$ cat src/rtl/sadc_pkg.sv
// Shared constants, types and request codes for the serial converter channel model.
// No dependencies; imported by sadc_chan_bank and serial_adc_channel_model.
`timescale 1ns / 1ps
`default_nettype none

package sadc_pkg;

  localparam int unsigned CHANNELS    = 8;
  localparam int unsigned SAMPLE_BITS = 10;

  localparam int unsigned CH_W   = (CHANNELS > 1) ? $clog2(CHANNELS) : 1;
  localparam int unsigned POS_W  = 4;
  localparam int unsigned SEL_W  = 3;
  localparam int unsigned CMD_W  = 16;
  localparam int unsigned REQ_W  = 2;

  localparam logic [SAMPLE_BITS-1:0] VALUE_MAX  = {SAMPLE_BITS{1'b1}};
  localparam logic [POS_W-1:0]       POS_FULL   = POS_W'(SAMPLE_BITS);
  localparam int unsigned            RESET_STEP = 128;

  localparam logic [CMD_W-1:0] CMD_RELOAD = 16'h4040;
  localparam logic [CMD_W-1:0] CMD_SEL_LO = 16'h6040;
  localparam logic [CMD_W-1:0] CMD_SEL_HI = 16'h6740;

  typedef enum logic [REQ_W-1:0] {
    REQ_CMD  = 2'd0,
    REQ_READ = 2'd1,
    REQ_INC  = 2'd2,
    REQ_DEC  = 2'd3
  } req_e;

  // State update request from the decoder to the channel bank.
  typedef struct packed {
    logic             pos_we;
    logic [CH_W-1:0]  pos_idx;
    logic [POS_W-1:0] pos_val;
    logic             adj_en;
    logic [CH_W-1:0]  adj_idx;
    logic             adj_up;
  } sadc_op_t;

endpackage

`default_nettype wire

$ cat src/rtl/sadc_chan_bank.sv
// Per-channel sample values and bit positions with saturating adjust.
// Depends on sadc_pkg.
`timescale 1ns / 1ps
`default_nettype none

module sadc_chan_bank (
  input  wire logic                          clk_i,
  input  wire logic                          rst_ni,
  input  wire sadc_pkg::sadc_op_t            op_i,
  input  wire logic [sadc_pkg::CH_W-1:0]     rd_idx_i,
  output logic [sadc_pkg::SAMPLE_BITS-1:0]   rd_value_o,
  output logic [sadc_pkg::POS_W-1:0]         rd_pos_o
);
  import sadc_pkg::*;

  logic [SAMPLE_BITS-1:0] value_q [CHANNELS];
  logic [SAMPLE_BITS-1:0] value_d [CHANNELS];
  logic [POS_W-1:0]       pos_q   [CHANNELS];
  logic [POS_W-1:0]       pos_d   [CHANNELS];

  always_comb begin
    for (int i = 0; i < CHANNELS; i++) begin
      value_d[i] = value_q[i];
      pos_d[i]   = pos_q[i];
      if (op_i.pos_we && (op_i.pos_idx == CH_W'(i))) begin
        pos_d[i] = op_i.pos_val;
      end
      if (op_i.adj_en && (op_i.adj_idx == CH_W'(i))) begin
        if (op_i.adj_up) begin
          if (value_q[i] != VALUE_MAX) value_d[i] = value_q[i] + 1'b1;
        end else begin
          if (value_q[i] != '0) value_d[i] = value_q[i] - 1'b1;
        end
      end
    end
  end

  always_ff @(posedge clk_i or negedge rst_ni) begin
    if (!rst_ni) begin
      for (int i = 0; i < CHANNELS; i++) begin
        value_q[i] <= SAMPLE_BITS'(i * RESET_STEP);
        pos_q[i]   <= '0;
      end
    end else begin
      for (int i = 0; i < CHANNELS; i++) begin
        value_q[i] <= value_d[i];
        pos_q[i]   <= pos_d[i];
      end
    end
  end

  assign rd_value_o = value_q[rd_idx_i];
  assign rd_pos_o   = pos_q[rd_idx_i];

endmodule

`default_nettype wire

$ cat config.mk
export PLATFORM = sky130hd
export DESIGN_NAME = sadc_chan_bank
export DESIGN_NICKNAME = d
export VERILOG_FILES = /design/src/rtl/sadc_pkg.sv /design/src/rtl/sadc_chan_bank.sv
export SDC_FILE = /design/constraint.sdc
export NUM_CORES = 1
export LEC_CHECK = 0
export ABC_AREA = 1
export BUFFER_PORTS_ARGS = -buffer_cell sky130_fd_sc_hd__buf_2
export CAP_MARGIN = 20
export CORE_MARGIN = 2
export CORE_UTILIZATION = 50
export DETAILED_ROUTE_END_ITERATION = 8
export GPL_ROUTABILITY_DRIVEN = 0
export PLACE_DENSITY = 0.68
export SLEW_MARGIN = 5
export SYNTH_ARGS = -nofsm -noshare
export SYNTH_HDL_FRONTEND = slang
export SYNTH_SLANG_ARGS = --single-unit
export TNS_END_PERCENT = 5
$ cat constraint.sdc
create_clock -name clk_i -period 1.9 [get_ports clk_i]
set_input_delay 0.19 -clock clk_i [delete_from_list [all_inputs] [get_ports clk_i]]
set_output_delay 0.19 -clock clk_i [all_outputs]
set_load 0.02 [all_outputs]
==> metrics.txt <==
IO Count=32; CORE AREA=18100 sq um; Final min period=1.88 ns; root buf cell=clkbuf_16; final instance area=10600 sq um; most frequent cell after synthesis=nand2_1; clock latency on the worst-skew pair=0.36 ns; Setup crit end=rd_value_o[6]; IO Port Bufs=31; routed wire length=23900 um; Hold WS=0.174 ns; IR drop worst, VDD=0.000773 V; post-synthesis mux area share=0; # Max-Cap Violations=0; CP Cell Sequence=inv_1, a21oi_1, o21ai_1, nand2_1, nor2_1, a31oi_1, buf_4; Cell Area, Synth=9330 sq um; GRT Overall Usage=0.253; Reg-to-Reg End=value_q[66]; R2R depth=9; Synth Area in Compound Gates=0.118; Critical Path Source Type=flop; Critical path origin=value_q[16]; syn_area_per_cell=6.49 sq um; row count=49; Worst Tran Pin Value=0.498 ns; run status=finished clean; Crit Path Max Fanout=4; clock slew at reported path FFs=0.08 ns; leak pwr=5.52 nW; CTS Buf Count=9; Final ANT Viol Nets=0; CTS tree=built; ys async rst share=1.00; Worst path slowest cell=dfrtp_1; WL/cell=13.6 um; drc violations=0; # nets final=1612; Setup TNS=0 ns; total number of yosys warnings=0; global-route wire length before repair=41200 um; Die X=141 um; Crit Path Category=flop to primary output; Final Hold Viols=0; area leader, netlist=dfrtp_1; flops & latches, synth=112; die height=141 um; synth top area cells=dfrtp_1 (27%), nand2_1 (20%), ha_1 (8.6%), nor2_1 (8.2%), o21ai_0 (6.4%); CP delay by family, top=compound AO/OA/AOI/OAI gates; final number of max-transition violations=0; vias in the first global route=8751; power per cell area=1460 nW/um^2; number of detailed-route iterations in the first pass=6; Setup violations, final=0; placed cell areas=10100 sq um; critical path's largest stage delay=0.41 ns; Place WS=-0.0737 ns; post-route worst setup slack=0.0206 ns; sequential area share after synthesis=0.302; Crit path depth=7; unrepaired setup endpoints after global routing=yes; buffers and inverters on the worst path=2; min-delay worst type=input port to async pin; relative slew slack=0.667; Synth top area share=0.268; largest family of logic cells by synthesized area=simple AND/OR/NAND/NOR gates; Die ar.=19800 sq um; Synth Area in Adders=0.103; DP Wirelength=18300 um; Syn Inst Count=1438; vias after detailed routing=9203; XOR/XNOR Fraction of Synth Area=0.0282; 1st-iter DRT viols=496; GRT overflow=0; r2r setup slk=0.17 ns; maximum number of pins on one net before global-route repair=58; Starting Density=0.514; clock sink count=112; Distinct cells, synth=34; Vias/cell=5.24; CP required=1.71 ns; endpoint class of the critical path=primary output; Worst Skew=0.00737 ns; ys flop type=dfrtp_1; fmax=532 MHz; share of post-route cells with drive strength above 1=0.115; Post-synth EDFFs=0; initial antenna violation count=0; Critical Path AT=1.69 ns; area share of and/or/nand/nor cells after synthesis=0.374; Post-Syn Nets=1528; H-tree levels=3; diodes inserted=0; Clock Path Buffers=2; reg-to-reg startpoint=value_q[60]; Area Overhead vs Synth=14.1%; period utilization=0.989; Synth top cells by count=nand2_1 (502), nor2_1 (205), inv_1 (132), o21ai_0 (119), dfrtp_1 (100)
## power by group
| part | internal, mW | switching (mW) |
|---|---|---|
| clock | 1.30 | 0.935 |
| sequential | 3.44 | 1.27 |
| combinational | 3.76 | 4.79 |
## layout make-up
class / instances / area (sq um)
inverters: 134 / 507
clock buffers: 10 / 229
repair buffers: 104 / 803
fillers: 1772 / 7500
clock inverters: 6 / 116
well taps: 229 / 287
multi-input cells: 1161 / 5880
flip-flops and latches: 112 / 2830
## routing by layer
layer  global-route usage  part of all wire  vias up
li1                     -                 -     4796
met1                0.349              0.48     4175
met2                0.420              0.46      202
met3               0.0384             0.046       30
met4               0.0637             0.017        0
met5                    0                 0        -
## cells in the final DEF (no fill, tap or decap), drive strengths merged, types with 10 or more instances in the layout
master	count
dfrtp	100
o21ai	126
buf	103
nor3	11
a21oi	56
clkbuf	10
a31oi	13
xor2	13
nand3	94
ha	64
inv	133
nand4	10
dfstp	12
xnor2	17
nor2	209
nand2	502
nand3b	18
## worst min-delay path by stage
stage,start,to,slack [ns],cells after the start
4_1_cts,rst_ni,value_q[28],0.16,2
5_1_grt,rst_ni,value_q[28],0.18,2
2_1_floorplan,rst_ni,pos_q[0],-0.11,0
3_5_place_dp,rst_ni,value_q[26],0.006,1
3_3_place_gp,rst_ni,value_q[28],0.005,1
6_report,rst_ni,value_q[28],0.17,2
## registers in the layout (all words and copies together) (netlist names)
register / flops
value_q: 80
pos_q: 32
## kinds of logic after synthesis
family / count (synthesis)
AND/OR/NAND/NOR: 852
AO/OA/AOI/OAI: 207
buffers and inverters: 165
flip-flops: 112
adder cells (fa/ha/maj): 72
XOR/XNOR: 30
## per-stage QoR
stage | power, mW | std cells | utilization
after floorplan | 10.5 | 1438 | -
after global placement | 12.8 | 1731 | 0.559
after CTS | 15.4 | 1751 | 0.580
after global routing | 17.2 | 1756 | 0.587
final | 15.5 | 1756 | 0.587
after detailed placement | 13.0 | 1731 | 0.559
## what timing repair did
action / 4_1_cts / 5_1_grt
endpoints found under the hold margin: 100 / 0
buffers inserted: 3 / 5
hold buffers: 1 / 0
resized for setup: 11 / 27
pin swaps: 2 / 5
endpoints found under the setup margin: 6 / 12
(Power assumes the default switching activity.)
